$ cat config.mk
export PLATFORM = sky130hd
export DESIGN_NAME = integer_to_ascii_formatter_unit
export DESIGN_NICKNAME = d
export VERILOG_FILES = /design/src/rtl/itoa_pkg.sv /design/src/rtl/integer_to_ascii_formatter_unit.sv /design/src/rtl/itoa_dabble.sv
export SDC_FILE = /design/constraint.sdc
export NUM_CORES = 1
export LEC_CHECK = 0
export ABC_AREA = 1
export BUFFER_PORTS_ARGS = -buffer_cell sky130_fd_sc_hd__buf_2
export CAP_MARGIN = 20
export CORE_MARGIN = 8
export CORE_UTILIZATION = 40
export DETAILED_ROUTE_END_ITERATION = 6
export PLACE_DENSITY = 0.54
export SETUP_SLACK_MARGIN = 0.4
export SYNTH_ARGS = -nofsm -noshare
export SYNTH_HDL_FRONTEND = slang
export SYNTH_SLANG_ARGS = --single-unit
$ cat constraint.sdc
create_clock -name i_clk -period 22.1 [get_ports i_clk]
set_input_delay 1.105 -clock i_clk [delete_from_list [all_inputs] [get_ports i_clk]]
set_output_delay 1.105 -clock i_clk [all_outputs]
set_load 0.02 [all_outputs]
$ cat src/rtl/itoa_pkg.sv
// Package for the integer to ASCII formatter: request and result types,
// command codes, character constants and the decimal digit count helper.
// No dependencies.
package itoa_pkg;

    localparam int VALUE_WIDTH_DEF = 64;
    localparam int COUNT_W         = 32;

    localparam logic [2:0] CMD_SDEC = 3'd0;
    localparam logic [2:0] CMD_UDEC = 3'd1;
    localparam logic [2:0] CMD_HEXL = 3'd2;
    localparam logic [2:0] CMD_HEXU = 3'd3;
    localparam logic [2:0] CMD_PTR  = 3'd4;

    localparam logic [7:0] CHR_ZERO  = 8'h30;
    localparam logic [7:0] CHR_UA    = 8'h41;
    localparam logic [7:0] CHR_LA    = 8'h61;
    localparam logic [7:0] CHR_MINUS = 8'h2d;
    localparam logic [7:0] CHR_X     = 8'h78;

    typedef struct packed {
        logic [2:0]  cmd;
        logic [63:0] value;
    } t_in_item;

    typedef struct packed {
        logic [7:0]         character;
        logic               last_char;
        logic [COUNT_W-1:0] running_count;
    } t_out_item;

    // Decimal digits needed for an unsigned value of the given width
    // (log10(2) ~ 0.302, one digit of margin).
    function automatic int f_dec_digits(int width);
        return (width * 302) / 1000 + 1;
    endfunction

endpackage

$ cat src/rtl/integer_to_ascii_formatter_unit.sv
// Integer to ASCII formatter, top level: request decode, prefix and digit
// emission, saturating character count. Depends on itoa_pkg, itoa_dabble.
//
// Usage: one request (cmd, value) enters on the input channel when
// i_in_valid is high and o_in_stall is low. The block then sends the text of
// the value one character per result on the output channel, most
// significant digit first, with last_char set on the final character.
// Requests with an unused cmd code are taken and dropped with no output.
// Decimal modes run a bit-serial BCD converter, hex modes load the digits
// directly. A pass that drops leading zeros follows, and each character
// goes through the output register. o_in_stall is high from acceptance
// until the last character is loaded into the output register; one request
// is worked on at a time. When i_out_stall is high while the output is
// valid, the output register holds and emission waits. Reset clears the
// state machine, the output valid and the count.
module integer_to_ascii_formatter_unit #(
    parameter int VALUE_WIDTH = itoa_pkg::VALUE_WIDTH_DEF
) (
    input  logic               i_clk,
    input  logic               i_rst_n,
    input  logic               i_in_valid,
    output logic               o_in_stall,
    input  itoa_pkg::t_in_item i_in_data,
    output logic               o_out_valid,
    input  logic               i_out_stall,
    output itoa_pkg::t_out_item o_out_data
);
    import itoa_pkg::*;

    localparam int BCD_DIGITS = f_dec_digits(VALUE_WIDTH);
    localparam int BCD_W      = 4 * BCD_DIGITS;
    localparam int LEFT_W     = $clog2(BCD_DIGITS + 1);
    localparam logic [COUNT_W-1:0] COUNT_MAX = '1;

    typedef enum logic [2:0] {
        S_IDLE, S_CONV, S_SKIP, S_PRE, S_DIG
    } t_state;

    typedef enum logic [1:0] {
        PRE_NONE, PRE_MINUS, PRE_ZERO, PRE_X
    } t_pre;

    t_state              r_state;
    t_pre                r_pre;
    logic                r_upper;
    logic [BCD_W-1:0]    r_dig;
    logic [LEFT_W-1:0]   r_left;
    logic [COUNT_W-1:0]  r_total;
    logic                r_out_valid;
    t_out_item           r_out;

    logic                   w_in_acc;
    logic                   w_emit_ok;
    logic                   w_load;
    logic [VALUE_WIDTH-1:0] w_val;
    logic [VALUE_WIDTH-1:0] w_mag;
    logic                   w_neg;
    logic                   w_dab_start;
    logic [VALUE_WIDTH-1:0] w_dab_value;
    logic                   w_done;
    logic [BCD_W-1:0]       w_bcd;
    logic [COUNT_W-1:0]     w_total_inc;
    logic [3:0]             w_top;

    function automatic logic [7:0] f_digit_char(logic [3:0] d, logic upper);
        if (d < 4'd10) begin
            return CHR_ZERO + {4'd0, d};
        end
        return (upper ? CHR_UA : CHR_LA) + {4'd0, d} - 8'd10;
    endfunction

    assign w_in_acc    = i_in_valid && !o_in_stall;
    assign w_emit_ok   = !r_out_valid || !i_out_stall;
    assign w_load      = w_emit_ok && (r_state == S_PRE || r_state == S_DIG);
    assign w_val       = i_in_data.value[VALUE_WIDTH-1:0];
    assign w_neg       = w_val[VALUE_WIDTH-1];
    assign w_mag       = ~w_val + VALUE_WIDTH'(1);
    assign w_dab_start = w_in_acc && (i_in_data.cmd == CMD_SDEC || i_in_data.cmd == CMD_UDEC);
    assign w_dab_value = (i_in_data.cmd == CMD_SDEC && w_neg) ? w_mag : w_val;
    assign w_total_inc = (r_total == COUNT_MAX) ? r_total : r_total + COUNT_W'(1);
    assign w_top       = r_dig[BCD_W-1 -: 4];

    itoa_dabble #(
        .VALUE_WIDTH (VALUE_WIDTH),
        .BCD_W       (BCD_W)
    ) u_dabble (
        .i_clk   (i_clk),
        .i_rst_n (i_rst_n),
        .i_start (w_dab_start),
        .i_value (w_dab_value),
        .o_done  (w_done),
        .o_bcd   (w_bcd)
    );

    // output register valid: reloaded whenever the register may move
    always_ff @(posedge i_clk) begin
        if (!i_rst_n) begin
            r_out_valid <= 1'b0;
        end else if (w_emit_ok) begin
            r_out_valid <= w_load;
        end
    end

    always_ff @(posedge i_clk) begin
        if (!i_rst_n) begin
            r_state     <= S_IDLE;
            r_pre       <= PRE_NONE;
            r_total     <= '0;
        end else begin
            unique case (r_state)
                S_IDLE: begin
                    if (w_in_acc) begin
                        r_left  <= LEFT_W'(BCD_DIGITS);
                        r_upper <= (i_in_data.cmd == CMD_HEXU);
                        r_dig   <= BCD_W'(w_val);
                        unique case (i_in_data.cmd)
                            CMD_SDEC: begin
                                r_pre   <= w_neg ? PRE_MINUS : PRE_NONE;
                                r_state <= S_CONV;
                            end
                            CMD_UDEC: begin
                                r_pre   <= PRE_NONE;
                                r_state <= S_CONV;
                            end
                            CMD_HEXL, CMD_HEXU: begin
                                r_pre   <= PRE_NONE;
                                r_state <= S_SKIP;
                            end
                            CMD_PTR: begin
                                r_pre   <= PRE_ZERO;
                                r_state <= S_SKIP;
                            end
                            default: begin
                                r_state <= S_IDLE;  // unused code: dropped
                            end
                        endcase
                    end
                end
                S_CONV: begin
                    if (w_done) begin
                        r_dig   <= w_bcd;
                        r_state <= S_SKIP;
                    end
                end
                S_SKIP: begin
                    if (w_top == 4'd0 && r_left > LEFT_W'(1)) begin
                        r_dig  <= {r_dig[BCD_W-5:0], 4'd0};
                        r_left <= r_left - LEFT_W'(1);
                    end else begin
                        r_state <= (r_pre != PRE_NONE) ? S_PRE : S_DIG;
                    end
                end
                S_PRE: begin
                    if (w_emit_ok) begin
                        r_out.last_char         <= 1'b0;
                        r_out.running_count     <= w_total_inc;
                        r_total                 <= w_total_inc;
                        unique case (r_pre)
                            PRE_MINUS: begin
                                r_out.character <= CHR_MINUS;
                                r_pre           <= PRE_NONE;
                                r_state         <= S_DIG;
                            end
                            PRE_ZERO: begin
                                r_out.character <= CHR_ZERO;
                                r_pre           <= PRE_X;
                            end
                            PRE_X: begin
                                r_out.character <= CHR_X;
                                r_pre           <= PRE_NONE;
                                r_state         <= S_DIG;
                            end
                            default: begin
                                r_out.character <= CHR_ZERO;
                                r_state         <= S_DIG;
                            end
                        endcase
                    end
                end
                S_DIG: begin
                    if (w_emit_ok) begin
                        r_out.character     <= f_digit_char(w_top, r_upper);
                        r_out.last_char     <= (r_left == LEFT_W'(1));
                        r_out.running_count <= w_total_inc;
                        r_total             <= w_total_inc;
                        r_dig               <= {r_dig[BCD_W-5:0], 4'd0};
                        r_left              <= r_left - LEFT_W'(1);
                        if (r_left == LEFT_W'(1)) begin
                            r_state <= S_IDLE;
                        end
                    end
                end
                default: begin
                    r_state <= S_IDLE;
                end
            endcase
        end
    end

    assign o_in_stall  = (r_state != S_IDLE);
    assign o_out_valid = r_out_valid;
    assign o_out_data  = r_out;

    // digit count never runs out while digits are still owed
    a_left_nonzero: assert property (@(posedge i_clk) disable iff (!i_rst_n)
        (r_state == S_SKIP || r_state == S_PRE || r_state == S_DIG) |-> r_left != '0)
        else $error("digit counter empty in emit path");

    // converter finishes only while the top level waits for it
    a_done_in_conv: assert property (@(posedge i_clk) disable iff (!i_rst_n)
        w_done |-> r_state == S_CONV)
        else $error("BCD converter done outside conversion");

    // final digit loads a last-marked result and frees the input side
    a_last_digit: assert property (@(posedge i_clk) disable iff (!i_rst_n)
        (r_state == S_DIG && w_emit_ok && r_left == LEFT_W'(1))
        |=> (r_state == S_IDLE && o_out_valid && o_out_data.last_char))
        else $error("last digit not marked");

    // character count never goes backward
    a_count_mono: assert property (@(posedge i_clk) disable iff (!i_rst_n)
        $past(i_rst_n) |-> r_total >= $past(r_total))
        else $error("character count decreased");

endmodule

$ cat src/rtl/itoa_dabble.sv
// Bit-serial binary to BCD converter (shift and add-3), one input bit per cycle.
// Depends on itoa_pkg.
module itoa_dabble #(
    parameter int VALUE_WIDTH = itoa_pkg::VALUE_WIDTH_DEF,
    parameter int BCD_W       = 4 * itoa_pkg::f_dec_digits(VALUE_WIDTH)
) (
    input  logic                   i_clk,
    input  logic                   i_rst_n,
    input  logic                   i_start,
    input  logic [VALUE_WIDTH-1:0] i_value,
    output logic                   o_done,
    output logic [BCD_W-1:0]       o_bcd
);
    import itoa_pkg::*;

    localparam int NDIG  = BCD_W / 4;
    localparam int CNT_W = $clog2(VALUE_WIDTH + 1);

    logic [VALUE_WIDTH-1:0] r_bin;
    logic [BCD_W-1:0]       r_bcd;
    logic [CNT_W-1:0]       r_cnt;
    logic                   r_done;
    logic [BCD_W-1:0]       w_adj;

    always_comb begin
        for (int j = 0; j < NDIG; j++) begin
            w_adj[4*j +: 4] = (r_bcd[4*j +: 4] >= 4'd5) ? r_bcd[4*j +: 4] + 4'd3
                                                        : r_bcd[4*j +: 4];
        end
    end

    always_ff @(posedge i_clk) begin
        if (!i_rst_n) begin
            r_cnt  <= '0;
            r_done <= 1'b0;
        end else if (i_start) begin
            r_bin  <= i_value;
            r_bcd  <= '0;
            r_cnt  <= CNT_W'(VALUE_WIDTH);
            r_done <= 1'b0;
        end else if (r_cnt != '0) begin
            r_bcd  <= {w_adj[BCD_W-2:0], r_bin[VALUE_WIDTH-1]};
            r_bin  <= {r_bin[VALUE_WIDTH-2:0], 1'b0};
            r_cnt  <= r_cnt - CNT_W'(1);
            r_done <= (r_cnt == CNT_W'(1));
        end else begin
            r_done <= 1'b0;
        end
    end

    assign o_done = r_done;
    assign o_bcd  = r_bcd;

endmodule
; Yosys cells after proc, flatten, opt, wreduce, memory -nomap -nowiden
; Index checks and enable logic that the tools add are counted.
[totals]
elab_cells = 191
output_inout_bits = 43
reg_bits = 317
[op_classes]
bitwise_logic = 3
reduce_logical = 37
muxes = 63
n_eq_ne = 24
add_sub_neg = 27
order_cmp = 22
[op_table]
columns = op, n
row1 = 2-to-1 mux 80 bit, 5
row2 = case mux 80 bit (4 select lines), 1
row3 = 2-to-1 mux 64 bit, 3
row4 = 2-to-1 mux 41 bit, 2
row5 = case mux 41 bit (2 select lines), 1
row6 = ">= comparator 4 x 3 -> 1 bit, second input constant", 20
row7 = "adder 4 x 2 -> 4 bit, second input constant", 19
row8 = 2-to-1 mux 4 bit, 19
row9 = "adder 64 x 1 -> 64 bit, second input constant", 1
row10 = NOT 64 bit, 1
row11 = "adder 32 x 1 -> 32 bit, second input constant", 1
row12 = "== test 32 bit, second input constant", 1
row13 = 2-to-1 mux 32 bit, 1
row14 = 2-to-1 mux 3 bit, 9
row15 = 2-to-1 mux 8 bit, 2
row16 = 2-to-1 mux 5 bit, 3
row17 = case mux 3 bit (5 select lines), 1
row18 = case mux 5 bit (3 select lines), 1
row19 = 2-to-1 mux 7 bit, 2
row20 = case mux 7 bit (2 select lines), 1
row21 = "== test 3 x 2 -> 1 bit, second input constant", 4
row22 = "inequality test 2 bit, second input constant", 6
row23 = case mux 2 bit (2 select lines), 3
row24 = AND reduction 5 bit, 2
row25 = 38 further kinds, 67

; Longest topological paths before layout
; Gate-level depths: netlist of run 1.
[logic_depth]
ltp_word = 8
depth_mapped = 12

; By module
; From an unflattened synthesis of run 1, not the netlist that was laid out.
[unflattened]
cells_unflattened = 2254
hier_area_um2 = 18287.5
[modules_own_cells]
columns = module, n_inst, cells_each, seq_area_each_um2, area_each_um2
row1 = integer_to_ascii_formatter_unit, 1, 1430, 4544.4, 10522.6
row2 = itoa_dabble, 1, 824, 4484.3, 7764.9

; Worst setup path after synthesis of run 1
; OpenSTA, ideal clock, no wires.
[synth_path]
kind = input -> register
startpoint = in i_in_data[65] in the netlist's numbering
endpoint = reg u_dabble.r_bcd[0], in the netlist u_dabble.o_bcd[0] (enable)
arrival_ps = 8780
path_buffers = 1
path_stages = 6
path_slack_ps = 12625
setup_ps = 695
path_cell_list = nor2_1 -> inv_1 -> nor3_2 -> inv_2 -> clkbuf_1 -> a21oi_1
[synth_via]
elab_chain_len = 5
[synth_lines]
columns = item, line
row1 = "start, declared", integer_to_ascii_formatter_unit.sv:23  ; input itoa_pkg::t_in_item i_in_data,
row2 = == test 3 x 1 -> 1 bit / zero test 3 bit (equally long branches), integer_to_ascii_formatter_unit.sv:78  ; assign w_dab_start = w_in_acc && (i_in_data.cmd == CMD_SDEC || i_in_data.cmd == CMD_UDEC);
row3 = logical OR 1 bit *, integer_to_ascii_formatter_unit.sv:78
row4 = logical AND 1 bit *, integer_to_ascii_formatter_unit.sv:78
row5 = nonzero test 2 bit (no line) *, n/a
row6 = AND reduction 2 bit (no line) *, n/a
row7 = "end signal, assigned", itoa_dabble.sv:42  ; r_bcd <= {w_adj[BCD_W-2:0], r_bin[VALUE_WIDTH-1]};
row8 = "end, declared", itoa_dabble.sv:20  ; logic [BCD_W-1:0] r_bcd;
; Mark *: on every way between the ends. The rest lies on a longest branch, timed or not.
; A chain may end at the register's enable or synchronous reset.

; Final worst setup path of run 1
[layout_path]
startpoint = in i_in_data[65] in the netlist's numbering
endpoint = reg u_dabble.r_bin[19] (enable)
[layout_via]
elab_chain_len = 5
[layout_lines]
columns = item, line
row1 = == test 3 x 1 -> 1 bit / zero test 3 bit (equally long branches), integer_to_ascii_formatter_unit.sv:78
row2 = logical OR 1 bit *, integer_to_ascii_formatter_unit.sv:78
row3 = logical AND 1 bit *, integer_to_ascii_formatter_unit.sv:78
row4 = nonzero test 2 bit (no line) *, n/a
row5 = AND reduction 2 bit (no line) *, n/a
row6 = "end signal, assigned", itoa_dabble.sv:37  ; r_bin <= i_value;
row7 = "end signal, assigned", itoa_dabble.sv:43  ; r_bin <= {r_bin[VALUE_WIDTH-2:0], 1'b0};
row8 = "end, declared", itoa_dabble.sv:19  ; logic [VALUE_WIDTH-1:0] r_bin;
; Marked as above.

==> results.py, run 1 <==
metrics = {
    "status": {
        "status": "completed",
    },
    "timing": {
        "period_minus_slack_ns": 4.75,
        "slew_headroom_pct": 31.5,
        "worst_pin_slew_ns": 1.02,
        "fin_crit_sh_pct": 21.5,
        "rsz0062_at_grt": "false",
        "fmax_mhz": 210,
        "finClkSkew_ns": 0.0245,
        "setup_violations": 0,
        "hold_ws_ns": 0.479,
        "setup_ws_ns": 17.35,
        "hold_violations": 0,
        "tns_ns": 0,
        "drv_slew": 0,
    },
    "logic_synthesis": {
        "yosysMostFrequentCell": "nand2_1",
        "yosys_register_bits": 316,
        "synth_edf_count": 270,
        "synth.net_count": 2211,
        "synthTopCellsByArea": "edfxtp_1, nand2_1, o21ai_0, inv_1, dfxtp_1",
        "synth_area_leader_cell": "edfxtp_1",
        "synthTopCellsByCount": "nand2_1, edfxtp_1, inv_1, nor2_1, o21ai_0",
        "synth_area_sq_um": 17600,
        "syn_inst": 2093,
        "async_reset_ff_share_pct": 0,
        "avgSynthCellArea_sq_um": 8.39,
        "seq_area_frac_synth_pct": 51.4,
        "yosys_warnings": 0,
        "yosys.cell_types.count": 39,
        "synth_flop_cell": "edfxtp_1",
        "synth_top_area_share_pct": 46.2,
    },
    "clock_network": {
        "clock_latency_ns": 0.55,
        "cts_tree": "done",
        "path_clk_slew_ns": 0.06,
        "post_cts.repair.setup_buffers": 0,
        "htreeDepth": 2,
        "numCtsBuffers": 38,
        "cts_sinks": 316,
        "ctsResizeCount": 0,
        "clk_path_buf_depth": 3,
        "root_buffer": "clkbuf_16",
        "holdBufCountCts": 0,
    },
    "die": {
        "die_h_microns": 226,
        "die_w_microns": 226,
        "ios": 114,
        "initial_core_util_pct": 40.7,
        "rows": 76,
        "coreArea_sq_um": 43200,
        "die-area_sq_um": 50900,
    },
    "setup_path": {
        "r2r_setup_slack_ns": 17.71,
        "critPathArrivalTime_ns": 4.92,
        "cp-start-kind": "primary input",
        "worstRegToRegCells": 9,
        "cp_slowest_cell": "clkinv_2",
        "end_kind": "flip-flop",
        "r2r_start": "r_state[0]",
        "cp.required_ns": 22.26,
        "cp_cell_sequence": "buf_2, nor2_1, inv_1, nor3_4, buf_4, clkinv_2, a21oi_4, buf_4, buf_16, buf_4",
        "worst_r2r_endpoint": "r_dig[44]",
        "crit_top_cell": "buf_4",
        "worstSetupPathType": "in -> reg",
        "path_max_fanout": 61,
        "slowest_delay_ns": 0.71,
    },
    "flow_run": {
        "drv_cap": 0,
    },
    "global_route": {
        "grt_max_degree": 83,
        "grt_antenna_before_repair": 0,
        "grt_util_all_layers_pct": 18.4,
        "grt_pass1_vias": 13800,
        "grt_overflow": 0,
        "grt_pass1_wl_mm": 74.7,
    },
    "drt": {
        "vias": 14500,
        "drtPass1Iterations": 5,
        "route.final.wire_length_mm": 47.7,
        "vias_per_cell": 5.18,
        "remaining_drc_errors": 0,
        "drt_iter0_markers": 1215,
        "detail-route-antenna-nets": 0,
        "wire_per_inst_microns": 17.0,
    },
    "layout": {
        "antennaDiodeCount": 0,
        "fin_util_pct": 45.9,
        "final_cells": 2804,
        "nNetsFinal": 2311,
        "drive_above_1_share_pct": 9.64,
        "fillerInstances": 4309,
        "area_growth_pct": 12.9,
    },
    "pwr": {
        "ir_drop_v": 0.0000634,
        "p_leak_uw": 0.00819,
        "power_density_nw_per_um2": 132,
    },
    "worst_hold_path": {
        "hold_path_class": "reg -> reg",
        "worstHoldStart": "u_dabble.r_cnt[6]",
        "whs_endpoint": "u_dabble.r_cnt[6]",
        "hold_depth": 2,
    },
    "placement": {
        "dp.cells": 2736,
        "port-buffer-count": 112,
        "gp_congestion": 0.925,
        "dp_hpwl_mm": 33.7,
        "dp_slack_ns": 16.47,
    },
}
==> worst max path at each step <==
stage	from	to	slack, ns	cells after the start
CTS	i_in_data[65]	u_dabble.r_bin[40]	17.05	9
global placement	i_in_data[65]	u_dabble.r_bin[6]	16.48	9
floorplan	i_in_data[65]	u_dabble.o_bcd[0]	12.62	6
finish	i_in_data[65]	u_dabble.r_bin[19]	17.35	10
detailed placement	i_in_data[65]	u_dabble.r_bin[7]	16.47	9
global route	i_in_data[65]	u_dabble.r_bin[39]	17.02	10
==> critical path, delay by kind of cell <==
kind / cells / cell delay [ns]
compound gates: 1 / 0.36
simple gates: 2 / 0.43
buf+inv: 7 / 2.88
==> routing by layer <==
metal  track usage [%]  vias to the layer above  part of all wire (%)  wire length (microns)
li1                  -                     7271                     -                      -
met3              3.21                       85                   5.9                   2800
met4              6.18                        0                   2.8                   1340
met1              25.9                     6774                    48                  22800
met2              28.4                      384                    44                  20800
met5                 0                        -                     0                      0
==> metrics by stage <==
step	power [uW]	area (sq um)
after floorplan	1820	17600
after global placement	2020	18600
after detailed placement	2050	18600
after CTS	2640	19800
after global routing	2820	19800
final	2620	19800
==> report_power, final <==
group | leakage [uW] | switching [uW] | internal [uW]
Combinational | 0.00471 | 590 | 288
Sequential | 0.00294 | 148 | 1010
Clock | 0.000547 | 249 | 331
==> cell families (layout without fill, tap and decap cells) <==
| kind of cell | count (synthesis) | count (layout) | synth area share [%] |
|---|---|---|---|
| adders and majority gates | 47 | 47 | 3.35 |
| buffers and inverters | 332 | 458 | 7.60 |
| DFF | 316 | 316 | 51.4 |
| xor gates and xnor gates | 38 | 38 | 1.90 |
| AOI/OAI and AO/OA | 434 | 434 | 13.8 |
| and+or+nand+nor | 925 | 925 | 21.9 |
| other | 1 | 1 | 0.0214 |
==> cell type report <==
type                       count  area [sq um]  area share [%]
inverter                     267          1000            5.06
clock inverter                14          81.3           0.410
tap                          585           732            3.69
clock buffer                  52          1040            5.27
sequential                   316          9030            45.5
multi-input combinational   1445          7230            36.5
timing repair buffer         125           698            3.52
==> cell usage in the layout (no fill, tap or decap), drive strengths merged, types with 34 or more instances in the layout <==
master / count
edfxtp: 270
xor2: 34
clkbuf: 52
nand3: 115
inv: 267
ha: 47
a22oi: 60
nor3: 43
nor2: 252
a21oi: 103
o21ai: 233
buf: 125
dfxtp: 46
nand2: 475
==> flip-flops by register name (all words and copies together) (netlist names), 2 cells and up <==
name and count:
r_dig 80, r_pre 2, r_left 5, r_total 32
u_dabble.r_cnt 7, u_dabble.o_bcd 80, r_state 3, o_out_data 40
u_dabble.r_bin 64
No activity file was read; power rests on OpenSTA's default activity.
==> run 2, diff against run 1 <==
--- a/config.mk
+++ b/config.mk
@@ -11,7 +11,7 @@
 export CORE_MARGIN = 8
 export CORE_UTILIZATION = 40
 export DETAILED_ROUTE_END_ITERATION = 6
-export PLACE_DENSITY = 0.54
+export PLACE_DENSITY = 0.56
 export SETUP_SLACK_MARGIN = 0.4
 export SYNTH_ARGS = -nofsm -noshare
 export SYNTH_HDL_FRONTEND = slang
==> constraint.sdc (replaced) <==
create_clock -name i_clk -period 3.8 [get_ports i_clk]
set_input_delay 0.19 -clock i_clk [delete_from_list [all_inputs] [get_ports i_clk]]
set_output_delay 0.19 -clock i_clk [all_outputs]
set_load 0.02 [all_outputs]
==> results.py, run 2 (synthesized netlist as in run 1, its figures left out) <==
metrics = {
    "layout": {
        "nNetsFinal": 2329,
        "layout_commonest_cell": "nand2_1",
        "drive_above_1_share_pct": 10.0,
        "area_growth_pct": 14.2,
        "design_area_sq_um": 20000,
        "final_cell_mix": "nand2_1, edfxtp_1, inv_1",
        "final_cells": 2826,
        "fillerInstances": 4290,
        "fin_util_pct": 46.4,
    },
    "drt": {
        "drtPass1Iterations": 7,
        "drt_iter0_markers": 1283,
        "vias": 14600,
        "wire_per_inst_microns": 16.9,
        "detail-route-antenna-nets": 0,
        "route.final.wire_length_mm": 47.7,
        "remaining_drc_errors": 0,
        "vias_per_cell": 5.17,
    },
    "setup_path": {
        "path_max_fanout": 19,
        "end_kind": "flip-flop",
        "r2r_start": "r_total[0]",
        "crit_family": "simple AND/OR/NAND/NOR gates",
        "critical_path_buf_inv_count": 3,
        "worstSetupPathType": "reg -> reg",
        "cp_slowest_cell": "dfxtp_1",
        "critPathArrivalTime_ns": 3.18,
        "cp_cell_sequence": "ha_1, inv_1, nor2_2, nand2_2, nor2_2, nand4_1, buf_4, nand2_1, nand2_1, o21ai_1, inv_1",
        "cp-start-kind": "flip-flop",
        "worstSetupStartpoint": "r_total[0]",
        "cp.required_ns": 4.24,
        "slowest_delay_ns": 0.46,
    },
    "timing": {
        "fin_crit_sh_pct": 72.1,
        "slew_headroom_pct": 36.2,
        "drv_slew": 0,
        "fmax_mhz": 365,
        "hold_violations": 0,
        "hold_ws_ns": 0.0260,
        "finClkSkew_ns": 0.0146,
        "rsz0062_at_grt": "false",
        "setup_violations": 0,
        "period_minus_slack_ns": 2.74,
        "worst_pin_slew_ns": 0.947,
    },
    "clock_network": {
        "clk_path_buf_depth": 3,
        "cts_tree": "done",
        "numCtsBuffers": 38,
        "htreeDepth": 2,
        "root_buffer": "clkbuf_16",
        "ctsResizeCount": 0,
        "post_cts.repair.setup_buffers": 0,
        "path_clk_slew_ns": 0.06,
        "holdBufCountCts": 14,
        "cts_sinks": 316,
        "clock_latency_ns": 0.55,
    },
    "global_route": {
        "grt_overflow": 0,
        "grt_util_all_layers_pct": 18.7,
        "grt_pass1_wl_mm": 76.1,
        "grt_pass1_vias": 14300,
        "grt_max_degree": 87,
        "grt_antenna_before_repair": 1,
    },
    "pwr": {
        "power_density_nw_per_um2": 767,
        "p_leak_uw": 0.00829,
        "ir_drop_v": 0.000400,
    },
    "worst_hold_path": {
        "hold_path_class": "in -> reg",
        "worstHoldStart": "i_in_data[43]",
    },
    "placement": {
        "gp_congestion": 0.899,
        "dp.cells": 2742,
        "dp_hpwl_mm": 34.3,
        "port-buffer-count": 112,
        "dpl-instance-area_sq_um": 18700,
    },
    "die": {
        "die_h_microns": 226,
        "die_w_microns": 226,
        "rows": 76,
        "die-area_sq_um": 50900,
        "ios": 114,
        "initial_core_util_pct": 40.7,
        "coreArea_sq_um": 43200,
    },
    "status": {
        "status": "completed",
    },
    "flow_run": {
        "drv_cap": 0,
    },
}
## run 2: report_power, final
group	total, uW	switching [uW]	internal (uW)
logic	5140	3420	1720
registers	6770	871	5900
clock network	3480	1470	2000
## run 2: per-layer routing
| layer | wire length (microns) | global-route usage, % | up-vias |
|---|---|---|---|
| met4 | 1330 | 6.23 | 0 |
| met3 | 3000 | 3.70 | 84 |
| met5 | 0 | 0 | - |
| met2 | 21200 | 29.1 | 422 |
| li1 | - | - | 7301 |
| met1 | 22200 | 25.7 | 6806 |
## run 2: final cells by class
type,count,area [sq um],share of cell area [%]
antenna,1,2.50,0.0125
clock buffer,51,1040,5.19
clock inverter,18,134,0.668
inverter,267,1010,5.02
multi-input combinational,1445,7240,36.1
sequential,316,9030,45.0
tap,585,732,3.65
timing repair buffer,143,866,4.32
## run 2: worst paths after layout
check	end	slack (ns)	depth (start not counted)
setup reg to reg	r_total[1]	1.06	11
setup / recovery	r_total[1]	1.06	11
hold / removal	r_dig[43]	0.03	3
hold reg to reg	u_dabble.r_cnt[6]	0.48	2
## run 2: per-stage QoR
stage | total power, uW | setup WS (ns) | setup TNS [ns]
after detailed placement | 12000 | 1.07 | 0
after global placement | 11800 | 1.14 | 0
after CTS | 15600 | 1.05 | 0
final | 15400 | 1.06 | 0
after floorplan | 10500 | -0.196 | -28.22
after global routing | 16600 | 0.766 | 0
## run 2: tightest hold or removal path: stages
cell	delay [ns]
buf_2	0.14
nand2_1	0.07
nand2_1	0.06
